<file path="config.mk">
export PLATFORM = sky130hd
export DESIGN_NAME = wav_header_stream_parser
export DESIGN_NICKNAME = d
export VERILOG_FILES = /design/src/hdl/wav_pkg.sv /design/src/hdl/wav_div.sv /design/src/hdl/wav_header_stream_parser.sv
export SDC_FILE = /design/constraint.sdc
export NUM_CORES = 1
export LEC_CHECK = 0
export BUFFER_PORTS_ARGS = -buffer_cell sky130_fd_sc_hd__buf_2
export CELL_PAD_IN_SITES_DETAIL_PLACEMENT = 1
export CELL_PAD_IN_SITES_GLOBAL_PLACEMENT = 1
export CORE_MARGIN = 2
export CORE_UTILIZATION = 32
export DETAILED_ROUTE_END_ITERATION = 6
export GPL_TIMING_DRIVEN = 0
export PLACE_DENSITY_LB_ADDON = 0.05
export REMOVE_ABC_BUFFERS = 1
export SYNTH_ARGS = -nofsm -noshare
export SYNTH_HDL_FRONTEND = slang
export SYNTH_SLANG_ARGS = --single-unit
</file>
<file path="constraint.sdc">
create_clock -name clk -period 8.95 [get_ports clk]
set_input_delay 1.79 -clock clk [delete_from_list [all_inputs] [get_ports clk]]
set_output_delay 1.79 -clock clk [all_outputs]
set_load 0.05 [all_outputs]
</file>
<file path="src/hdl/wav_pkg.sv">
`timescale 1ns / 1ps
// ---------------------------------------------------------------------------
// WAV header parser package
// Payload types, tag constants and status codes shared by the parser files.
// ---------------------------------------------------------------------------
package wav_pkg;

  localparam logic [31:0] TAG_RIFF = 32'h5249_4646;
  localparam logic [31:0] TAG_WAVE = 32'h5741_5645;
  localparam logic [31:0] TAG_DATA = 32'h6461_7461;
  localparam logic [7:0]  FMT_F = 8'h66;
  localparam logic [7:0]  FMT_M = 8'h6D;
  localparam logic [7:0]  FMT_T = 8'h74;

  localparam logic [2:0] ST_OK        = 3'd0;
  localparam logic [2:0] ST_NOT_RIFF  = 3'd1;
  localparam logic [2:0] ST_NOT_WAVE  = 3'd2;
  localparam logic [2:0] ST_NOT_PCM   = 3'd3;
  localparam logic [2:0] ST_BAD_CHAN  = 3'd4;
  localparam logic [2:0] ST_SIZE_MISM = 3'd5;

  typedef struct packed {
    logic [7:0] data_byte;
    logic       restart;
  } in_item_t;

  typedef struct packed {
    logic [2:0]         status;
    logic [31:0]        riff_size;
    logic [9:0]         metadata_length;
    logic [31:0]        format_chunk_size;
    logic [15:0]        channels;
    logic [31:0]        rate_hz;
    logic [31:0]        bytes_per_sec;
    logic [15:0]        block_align;
    logic [15:0]        sample_bits;
    logic signed [10:0] extra_length;
    logic [31:0]        payload_bytes;
    logic [34:0]        block_count;
  } out_item_t;

  typedef struct packed {
    logic        start;
    logic [34:0] dividend;
    logic [16:0] divisor;
  } div_req_t;

endpackage

</file>
<file path="src/hdl/wav_div.sv">
`timescale 1ns / 1ps
// ---------------------------------------------------------------------------
// WAV block count divider
// Restoring divider, one quotient bit per cycle; a zero divisor gives zero.
// ---------------------------------------------------------------------------
module wav_div
  import wav_pkg::*;
(
  input  logic        clk,
  input  logic        rst,
  input  div_req_t    req,
  output logic        busy,
  output logic [34:0] quotient
);

  logic [5:0]  count;
  logic [34:0] dvd;
  logic [17:0] rem;
  logic [16:0] dvs;
  logic [17:0] trial;

  assign trial = {rem[16:0], dvd[34]} - {1'b0, dvs};

  always_ff @(posedge clk) begin
    if (rst) begin
      busy <= 1'b0;
      count <= '0;
    end else if (req.start) begin
      busy <= (req.divisor != '0);
      count <= 6'd35;
      dvd <= req.dividend;
      dvs <= req.divisor;
      rem <= '0;
      quotient <= '0;
    end else if (busy) begin
      if (!trial[17]) begin
        rem <= trial;
        quotient <= {quotient[33:0], 1'b1};
      end else begin
        rem <= {rem[16:0], dvd[34]};
        quotient <= {quotient[33:0], 1'b0};
      end
      dvd <= {dvd[33:0], 1'b0};
      count <= count - 6'd1;
      if (count == 6'd1) begin
        busy <= 1'b0;
      end
    end
  end

endmodule

</file>
<file path="src/hdl/wav_header_stream_parser.sv">
`timescale 1ns / 1ps
// Result path: the result of the last data size byte is registered in div_wait,
// waits there while the 35-step divider runs, then is registered in out_valid.
// Throughput: one byte per cycle while parsing; input stalls during division
// and while a result waits to be taken.
// Reset (rst, synchronous): parser expects the RIFF tag, scan_limit = 300.
// ---------------------------------------------------------------------------
// WAV header stream parser
// Parses a RIFF/WAVE PCM header byte by byte and emits one result item.
// ---------------------------------------------------------------------------
module wav_header_stream_parser
  import wav_pkg::*;
#(
  parameter int ScanReset = 300
)(
  input  logic      clk,
  input  logic      rst,
  input  logic      in_valid,
  output logic      in_stall,
  input  in_item_t  in_data,
  output logic      out_valid,
  input  logic      out_stall,
  output out_item_t out_data,
  input  logic      cfg_valid,
  output logic      cfg_ready,
  input  logic [9:0] cfg_data
);

  typedef enum logic [13:0] {
    P_RIFF = 14'b00000000000001, P_RSIZE = 14'b00000000000010,
    P_WAVE = 14'b00000000000100, P_FMT = 14'b00000000001000,
    P_SKIP = 14'b00000000010000, P_CSIZE = 14'b00000000100000,
    P_FORMAT = 14'b00000001000000, P_CHAN = 14'b00000010000000,
    P_RATE = 14'b00000100000000, P_BRATE = 14'b00001000000000,
    P_ALIGN = 14'b00010000000000, P_BITS = 14'b00100000000000,
    P_DSCAN = 14'b01000000000000, P_DSIZE = 14'b10000000000000
  } phase_t;

  phase_t      phase, phase_next;
  logic [9:0]  scan_limit;
  logic [9:0]  byte_counter, byte_counter_next;
  logic [1:0]  tag_match_count, tag_match_count_next;
  logic [31:0] tag_window, tag_window_next;
  logic [31:0] field_accumulator, field_accumulator_next;
  logic [31:0] riff_size, csize, rate, brate, dsize;
  logic [9:0]  meta;
  logic [15:0] chan, align, bits;
  logic [9:0]  extra;

  // Result pipeline: emit request, then divide, then hold until taken.
  logic        emit, emit_ok;
  logic [2:0]  emit_status;
  logic        div_wait;
  logic [2:0]  pend_status;
  logic        div_busy;
  logic [34:0] quotient;
  div_req_t    dreq;

  assign cfg_ready = 1'b1;
  assign in_stall  = out_valid | div_wait;

  always_ff @(posedge clk) begin
    if (rst) begin
      scan_limit <= 10'(ScanReset);
    end else if (cfg_valid) begin
      scan_limit <= cfg_data;
    end
  end

  logic        acc;
  logic [31:0] win_shift, acc_merge;
  logic [9:0]  bc_base, bc_inc, cnt;
  logic [1:0]  tm_base;
  phase_t      ph_base;
  logic [31:0] fa_base, tw_base;
  logic [7:0]  fmt_chr;

  assign acc = in_valid & ~in_stall;

  always_comb begin
    ph_base = in_data.restart ? P_RIFF : phase;
    bc_base = in_data.restart ? 10'd0 : byte_counter;
    tm_base = in_data.restart ? 2'd0 : tag_match_count;
    tw_base = in_data.restart ? 32'd0 : tag_window;
    fa_base = in_data.restart ? 32'd0 : field_accumulator;
    bc_inc = bc_base + 10'd1;
    win_shift = {tw_base[23:0], in_data.data_byte};
    acc_merge = fa_base | (32'(in_data.data_byte) << {bc_base[1:0], 3'b000});
    phase_next = ph_base;
    byte_counter_next = bc_base;
    tag_match_count_next = tm_base;
    tag_window_next = tw_base;
    field_accumulator_next = fa_base;
    emit = 1'b0;
    emit_status = ST_OK;
    cnt = bc_base;
    fmt_chr = FMT_F;
    case (tm_base)
      2'd1: fmt_chr = FMT_M;
      2'd2: fmt_chr = FMT_T;
      default: fmt_chr = FMT_F;
    endcase
    case (ph_base)
      P_RIFF, P_WAVE: begin
        tag_window_next = win_shift;
        byte_counter_next = bc_inc;
        if (bc_inc >= 10'd4) begin
          byte_counter_next = '0;
          tag_window_next = '0;
          if (ph_base == P_RIFF) begin
            if (win_shift != TAG_RIFF) begin
              emit = 1'b1; emit_status = ST_NOT_RIFF;
            end
            phase_next = P_RSIZE;
          end else begin
            if (win_shift != TAG_WAVE) begin
              emit = 1'b1; emit_status = ST_NOT_WAVE;
            end
            phase_next = P_FMT;
            tag_match_count_next = '0;
          end
        end
      end
      P_FMT: begin
        if (bc_base >= scan_limit) begin
          phase_next = P_SKIP;
        end else begin
          cnt = bc_inc;
          if (in_data.data_byte == fmt_chr) begin
            tag_match_count_next = tm_base + 2'd1;
            if (tm_base == 2'd2) phase_next = P_SKIP;
          end else begin
            tag_match_count_next = '0;
          end
        end
        byte_counter_next = cnt;
        if (phase_next == P_SKIP) begin
          byte_counter_next = '0;
          tag_match_count_next = '0;
        end
      end
      P_SKIP: phase_next = P_CSIZE;
      P_DSCAN: begin
        if (tm_base != 2'd0) cnt = bc_inc;
        tag_match_count_next = 2'd1;
        tag_window_next = win_shift;
        byte_counter_next = cnt;
        if (win_shift == TAG_DATA || cnt >= scan_limit) begin
          byte_counter_next = '0;
          tag_match_count_next = '0;
          tag_window_next = '0;
          field_accumulator_next = '0;
          phase_next = P_DSIZE;
        end
      end
      default: begin
        // Little-endian field phases.
        field_accumulator_next = acc_merge;
        byte_counter_next = bc_inc;
        if (((ph_base == P_FORMAT || ph_base == P_CHAN || ph_base == P_ALIGN ||
              ph_base == P_BITS) && bc_inc >= 10'd2) || bc_inc >= 10'd4) begin
          field_accumulator_next = '0;
          byte_counter_next = '0;
          case (ph_base)
            P_RSIZE: phase_next = P_WAVE;
            P_CSIZE: phase_next = P_FORMAT;
            P_FORMAT: begin
              if (acc_merge != 32'd1) begin
                emit = 1'b1; emit_status = ST_NOT_PCM;
              end
              phase_next = P_CHAN;
            end
            P_CHAN: begin
              if (acc_merge != 32'd1 && acc_merge != 32'd2) begin
                emit = 1'b1; emit_status = ST_BAD_CHAN;
              end
              phase_next = P_RATE;
            end
            P_RATE: phase_next = P_BRATE;
            P_BRATE: phase_next = P_ALIGN;
            P_ALIGN: phase_next = P_BITS;
            P_BITS: begin
              phase_next = P_DSCAN;
              tag_window_next = '0;
              tag_match_count_next = '0;
            end
            default: begin
              emit = 1'b1;
              emit_status = ({1'b0, chan} * {1'b0, bits}) == {align[13:0], 3'b000} &&
                            align[15:14] == 2'b00 ? ST_OK : ST_SIZE_MISM;
            end
          endcase
        end
      end
    endcase
    if (emit) begin
      phase_next = P_RIFF;
      byte_counter_next = '0;
      tag_match_count_next = '0;
      tag_window_next = '0;
      field_accumulator_next = '0;
    end
  end

  always_ff @(posedge clk) begin
    if (rst) begin
      phase <= P_RIFF;
      byte_counter <= '0;
      tag_match_count <= '0;
      tag_window <= '0;
      field_accumulator <= '0;
    end else if (acc) begin
      phase <= phase_next;
      byte_counter <= byte_counter_next;
      tag_match_count <= tag_match_count_next;
      tag_window <= tag_window_next;
      field_accumulator <= field_accumulator_next;
    end
  end

  // Captured header fields.
  always_ff @(posedge clk) begin
    if (acc && !emit) begin
      if (ph_base == P_RSIZE && phase_next == P_WAVE) riff_size <= acc_merge;
      if (ph_base == P_FMT && phase_next == P_SKIP) meta <= (cnt > 10'd3) ? cnt - 10'd3 : 10'd0;
      if (ph_base == P_CSIZE && phase_next == P_FORMAT) csize <= acc_merge;
      if (ph_base == P_CHAN && phase_next == P_RATE) chan <= acc_merge[15:0];
      if (ph_base == P_RATE && phase_next == P_BRATE) rate <= acc_merge;
      if (ph_base == P_BRATE && phase_next == P_ALIGN) brate <= acc_merge;
      if (ph_base == P_ALIGN && phase_next == P_BITS) align <= acc_merge[15:0];
      if (ph_base == P_BITS && phase_next == P_DSCAN) bits <= acc_merge[15:0];
      if (ph_base == P_DSCAN && phase_next == P_DSIZE) extra <= cnt;
    end
    if (acc && emit && ph_base == P_DSIZE) dsize <= acc_merge;
  end

  assign emit_ok = acc && emit && emit_status == ST_OK;

  // Channels is 1 or 2, so the product fits in 17 bits.
  assign dreq.start    = emit_ok;
  assign dreq.dividend = {acc_merge, 3'b000};
  assign dreq.divisor  = chan[1] ? {bits, 1'b0} : {1'b0, bits};

  wav_div u_div (
    .clk(clk), .rst(rst), .req(dreq), .busy(div_busy), .quotient(quotient)
  );

  always_ff @(posedge clk) begin
    if (rst) begin
      div_wait <= 1'b0;
      out_valid <= 1'b0;
    end else begin
      if (out_valid && !out_stall) out_valid <= 1'b0;
      if (acc && emit) begin
        div_wait <= 1'b1;
        pend_status <= emit_status;
      end else if (div_wait && !div_busy) begin
        div_wait <= 1'b0;
        out_valid <= 1'b1;
      end
    end
  end

  always_comb begin
    out_data = '0;
    out_data.status = pend_status;
    if (pend_status == ST_OK) begin
      out_data.riff_size = riff_size;
      out_data.metadata_length = meta;
      out_data.format_chunk_size = csize;
      out_data.channels = chan;
      out_data.rate_hz = rate;
      out_data.bytes_per_sec = brate;
      out_data.block_align = align;
      out_data.sample_bits = bits;
      out_data.extra_length = $signed({1'b0, extra}) - 11'sd3;
      out_data.payload_bytes = dsize;
      out_data.block_count = quotient;
    end
  end

endmodule

</file>
# Word level (Yosys, flattened, before mapping)
# Index checks and enable logic that the tools add are counted.
# Widths: inputs -> output; s select.
totals:
  wordCells: 214
  in_bits: 24
  out_inout_bits: 270
  reg_bits: 443
classes:
  addsub: 6
  mul: 1
  reduce_logical: 51
  n_lt_le_gt_ge: 5
  shift: 1
  n_bitwise: 5
  n_eq_ne: 34
  mux: 84
op_table:
  columns: ["cell", "count"]
  rows:
  - ["$mux 32", 10]
  - ["$mux 264", 1]
  - ["$mux 14", 9]
  - ["$pmux 14 s8", 1]
  - ["$mux 35", 3]
  - ["$pmux 32 s3", 1]
  - ["$mux 10", 9]
  - ["$ne 32x31->1 const B", 2]
  - ["$pmux 32 s2", 1]
  - ["$pmux 14 s4", 1]
  - ["$mux 17", 3]
  - ["$eq 14x5->1 const B", 3]
  - ["$pmux 10 s4", 1]
  - ["$eq 32x31->1 const B", 1]
  - ["$ne 32x1->1 const B", 1]
  - ["$ne 32x2->1 const B", 1]
  - ["$or 32x32->32", 1]
  - ["$shl 8x5->32", 1]
  - ["$eq 14x10->1 const B", 2]
  - ["$eq 14x11->1 const B", 2]
  - ["$eq 14x12->1 const B", 2]
  - ["$eq 14x13->1 const B", 2]
  - ["$eq 14x14->1 const B", 2]
  - ["$eq 14x3->1 const B", 2]
  - ["50 further kinds", 125]

# Longest topological paths before layout
logic_depth:
  depth_word: 13
  mapped_depth: 29
  depth_no_buf: 24

# By module
# From an unflattened synthesis, not the netlist that was laid out.
unflattened:
  cells_unflattened: 2388
  area_unflattened_um2: 25554.5
modules_own_cells:
  columns: ["module", "area_each_um2", "cells_each", "n_inst", "seq_area_each_um2"]
  rows:
  - ["wav_header_stream_parser", 20139.3, 1966, 1, 8818.5]
  - ["wav_div", 5415.2, 422, 1, 3263.1]

# Worst setup path before layout
# OpenSTA, ideal clock, no wires.
synth_timing:
  path_kind: "input-to-reg"
  startpoint: "in in_data[0] in the netlist's numbering"
  endpoint: "reg csize[0], enable pin"
  cell_stages: 21
  required_time_ns: 8.449
  n_path_buf: 6
  setup_time_ns: 0.501
  slack_ns: -0.219
  arrival_time_ns: 8.667
  cell_sequence: "buf_4 buf_2 buf_1 clkbuf_1 nor2b_1 inv_1 ha_1 clkbuf_1 buf_1 or3_1 xnor2_1 ha_1 o21ai_0 a21oi_1 o2111ai_1 a21o_1 nand3_1 nand3_1 a31oi_1 o2111ai_1 nor4_1"
synth_between:
  elab_chain_cells: 13
  word_cells_on_any_way: 72
  classes_between: "add/sub (1); order compare (4); eq/ne (22); shift (1); mux (28); bitwise (1); reduce/logical (15)"
synth_rtl:
  columns: ["element", "line_no", "rtl"]
  rows:
  - ["from (decl)", "wav_header_stream_parser.sv:20", "input in_item_t in_data,"]
  - ["parallel branches: the longest is 12 deep, another holds $add 10x1->10", null, null]
  - ["$reduce_and 2->1 (no line) *", null, null]
  - ["to (signal assigned)", "wav_header_stream_parser.sv:226", "if (ph_base == P_CSIZE && phase_next == P_FORMAT) csize <= acc_merge;"]
  - ["to (decl)", "wav_header_stream_parser.sv:45", "logic [31:0] riff_size, csize, rate, brate, dsize;"]
# Mark *: on every way between the ends. The select of a mux whose other input is x is not followed.
# A chain may end at the register's enable or synchronous reset.

# Final worst setup path
layout_timing:
  startpoint: "reg chan[4]"
  endpoint: "reg u_div.quotient[9], enable pin"
layout_between:
  elab_chain_cells: 11
layout_rtl:
  columns: ["element", "line_no", "rtl"]
  rows:
  - ["from (decl)", "wav_header_stream_parser.sv:47", "logic [15:0] chan, align, bits;"]
  - ["from (signal assigned)", "wav_header_stream_parser.sv:227", "if (ph_base == P_CHAN && phase_next == P_RATE) chan <= acc_merge[15:0];"]
  - ["$mul 16x16->17", "wav_header_stream_parser.sv:189", "emit_status = ({1'b0, chan} * {1'b0, bits}) == {align[13:0], 3'b000} &&"]
  - ["$eq 17x17->1", "wav_header_stream_parser.sv:189", null]
  - ["$logic_and 1x1->1", "wav_header_stream_parser.sv:189", null]
  - ["$mux 3", "wav_header_stream_parser.sv:190", "align[15:14] == 2'b00 ? ST_OK : ST_SIZE_MISM;"]
  - ["$pmux 3 s3", "wav_header_stream_parser.sv:164", "case (ph_base)"]
  - ["$mux 3", "wav_header_stream_parser.sv:160", "if (((ph_base == P_FORMAT || ph_base == P_CHAN || ph_base == P_ALIGN ||"]
  - ["$pmux 3 s2", "wav_header_stream_parser.sv:103", "case (ph_base)"]
  - ["$logic_not 3->1", "wav_header_stream_parser.sv:237", "assign emit_ok = acc && emit && emit_status == ST_OK;"]
  - ["$logic_and 1x1->1", "wav_header_stream_parser.sv:237", null]
  - ["$reduce_bool 2->1 (no line)", null, null]
  - ["$reduce_and 2->1 (no line)", null, null]
  - ["to (signal assigned)", "wav_div.sv:38", "quotient <= {quotient[33:0], 1'b1};"]
  - ["to (signal assigned)", "wav_div.sv:41", "quotient <= {quotient[33:0], 1'b0};"]
  - ["to (decl)", "wav_div.sv:13", "output logic [34:0] quotient"]
# Every way passes these cells.

==> impl_metrics.tcl <==
set metrics [dict create \
    clk_root_buffer_cell "clkbuf_16" \
    filler_cell_count 8610 \
    grt_setup_unrepaired "false" \
    dpl-instance-area_mm2 0.0281 \
    timing.critical_path.cells "nand2_1 -> fa_1 -> fa_1 -> fa_1 -> fa_1 -> fa_1 -> fa_1 -> inv_1 -> ha_1 -> or3_1 -> a2111oi_0 -> nor3_1 -> xnor2_1 -> nand3_1 -> a2111oi_2 -> a31oi_2 -> nor2_8 -> o21a_4 -> buf_16" \
    synthesis.yosys.warnings 0 \
    worstSetupStartpointType "flip-flop" \
    routed_wirelength_um 85400 \
    clock_sinks 433 \
    synth.top_cells.by_area "edfxtp_1 40%, dfxtp_1 8.0%, and2_1 7.9%, fa_1 7.5%, ha_1 4.8%" \
    core_mm2 0.0777 \
    diodes 0 \
    worst_margin_pin_slew_ns 1.30 \
    setup_violations 0 \
    library_cell_with_the_largest_summed_area_after_synthesis "edfxtp_1" \
    post-route-drc-count 0 \
    fin_nets 2857 \
    synth-async-reset-ratio 0 \
    violation_count_after_the_first_detailed_routing_iteration 1119 \
    worst-endpoint-required_ns 9.24 \
    crit_type "reg2reg" \
    timing_hold_violations_final 0 \
    max_cap_viol_count 0 \
    io_buffers 292 \
    via_total_after_detailed_routing 19000 \
    dp_worst_setup_slack_ns -0.587 \
    clkTransAtPathRegs_ns 0.06 \
    timing.final.ws_setup_ns 0.415 \
    fin_hold_ws_ns 0.446 \
    timing.critical_path.fanout_max 52 \
    initial_antenna_violation_count 2 \
    vias_per_cell 5.10 \
    grt_first_pass_wirelength_um 129000 \
    initial_core_util 0.325 \
    drive_gt1_frac 0.186 \
    numCtsBuffers 54 \
    io_pins 294 \
    layout_worst_path_cycle_share 0.954 \
    ys.flop_type "edfxtp_1" \
    critical_path_arrival_ns 8.83 \
    synth.lib_cells_used.distinct 90 \
    row_count 102 \
    max_slew_violation_count 0 \
    grt-ovfl-total 0 \
    maxClockFrequency_mhz 117 \
    syn_inst 2350 \
    class_of_the_worst_hold_path "reg2reg" \
    grt_max_degree 68 \
    fin_setup_tns_ns 0 \
    number_of_flops_mapped_to_enable_cells_by_yosys 332 \
    max-slew-margin-rel 0.130 \
    synthesis.area_mm2 0.0252 \
    postSynthRegisterBits 433 \
    ys_top_cells_by_count "332 x edfxtp_1, 318 x and2_1, 177 x nand2_1" \
    syn_to_final_growth_pct 19.4 \
    delay_of_the_slowest_cell_on_the_worst_path_ns 0.91 \
    die-area_mm2 0.0811 \
    skew_final_ns 0.0155 \
    detailedRoute.firstPassIterationCount 5 \
    die_w_um 285 \
    drt-wirelength-per-cell_um 22.9 \
    timing.critical_path.slowest_stage_cell "edfxtp_1" \
    track_usage 0.208 \
    clk_path_buf_depth 3 \
    synth.avg_cell_area_um2 10.7 \
    floorplan.die.height_um 285 \
    htree_num_levels 2 \
    synth_top_area_share 0.395 \
    gp_congestion 0.828 \
    ff_latch_area_mm2 0.0120 \
    power_density_mw_per_mm2 169 \
    area_used_by_multi_input_combinational_logic_mm2 0.0122 \
    leakagePower_nw 12.5 \
    cts_tree "done" \
    finish.utilization 0.388 \
    grt_pass1_vias 20300 \
    time_the_worst_path_needs_with_i_o_delays_and_setup_ns 8.54 \
    hpwl_um 61700 \
    clk-insertion-delay-late_ns 0.62 \
    crit_path_end_kind "flip-flop" \
    worst_ir_drop_on_vdd_uv 140 \
    antenna_violating_nets_post_route 0 \
    synthMostInstantiatedCell "edfxtp_1" \
    outcome "finished, final reports clean" \
    synth_sequential_area_ratio 0.475 \
    critical_path.most_common_cell "fa_1" \
    finish.instance_area_mm2 0.0301 \
]
## routing by layer
| layer | vias to the layer above | track usage | routed length (um) |
|---|---|---|---|
| met2 | 400 | 0.368 | 43000 |
| met3 | 120 | 0.0274 | 3410 |
| met4 | 0 | 0.0659 | 2510 |
| li1 | 8781 | - | - |
| met5 | - | 0 | 0 |
| met1 | 9699 | 0.263 | 36500 |
## path summary, 6_finish.rpt
check / end / startpoint / cells past startpoint / slack [ns]
setup / recovery: u_div.quotient[9] / chan[4] / 19 / 0.41
hold / removal: tag_match_count[1] / tag_match_count[1] / 2 / 0.45
setup reg to reg: u_div.quotient[9] / chan[4] / 19 / 0.41
hold reg to reg: tag_match_count[1] / tag_match_count[1] / 2 / 0.45
## power by group
| part | switching [mW] | leakage, nW | internal (mW) | total (mW) |
|---|---|---|---|---|
| Clock | 0.927 | 0.905 | 1.35 | 2.27 |
| Combinational | 0.387 | 7.60 | 0.170 | 0.557 |
| Sequential | 0.0364 | 3.98 | 2.23 | 2.27 |
| Total | 1.35 | 12.5 | 3.75 | 5.10 |
## cell families after synthesis
kind of cell,share of synthesized area
fa+ha+maj,0.123
simple gates,0.200
other cells,0.000149
flops,0.475
buf+inv,0.0471
mux,0.0269
xor+xnor,0.0339
compound gates,0.0937
## cell usage in the layout (no fill, tap or decap), types with 8 or more instances in the layout
cell and instances:
a21o_1 10, clkbuf_1 10, o21ai_0 51, inv_1 174, a22o_1 32, mux2_1 27
clkbuf_16 56, o211ai_1 8, or4_1 11, nor2b_1 59, ha_1 96, buf_4 26
buf_6 31, nor2_1 153, or3_1 18, fa_1 95, o21a_1 16, and3_1 11
a31oi_1 9, buf_2 291, dfxtp_1 101, nor4_1 14, nand2_1 177, nand4_1 22
and2_1 317, xnor2_1 65, o2bb2ai_1 10, a22oi_1 41, clkinv_1 9, clkinv_2 10
edfxtp_1 332, nand3_1 30, mux2_2 12, xor2_1 30, nor4b_1 10, a21oi_1 80
nor3_1 37, nand2b_1 19, mux2i_1 24
## stage by stage
step,total power [mW],std cells
after global placement,2.85,3561
after global routing,5.29,3728
after floorplan,2.66,2229
final,5.10,3728
after detailed placement,2.87,3609
after CTS,5.17,3726
## layout make-up
class,count,share of cell area
clock inverter,30,0.0114
tap,1040,0.0432
timing repair buffer,355,0.0710
clock buffer,72,0.0505
inverter,177,0.0220
multi-input combinational,1621,0.404
sequential,433,0.398
## state kept, by name, summed over array words and instances, names as in the netlist, 2 cells and up
register and count:
u_div.quotient 35, csize 32, field_accumulator 32, extra 10, riff_size 32, scan_limit 10
bits 16, meta 10, brate 32, align 16, dsize 32, u_div.dvd 32
pend_status 3, tag_match_count 2, rate 32, chan 16, tag_window 24, u_div.dvs 17
u_div.count 6, byte_counter 10, u_div.rem 17, phase 14
## worst max-delay path, delay by kind of cell (launching register included)
family | cells | cell delay, ns
adders and majority gates | 7 | 3.20
AOI/OAI and AO/OA | 4 | 2.14
and+or+nand+nor | 5 | 1.25
xor gates and xnor gates | 1 | 0.22
DFF | 1 | 0.91
buffers and inverters | 2 | 0.37
## timing repair
item	CTS	global route
cloned	1	1
setup buffers	14	0
endpoints found under the setup margin	91	70
pin swaps	1	1
resized for setup	0	2
hold buffers	0	0
Note: power is estimated with default switching activity, not from simulation.
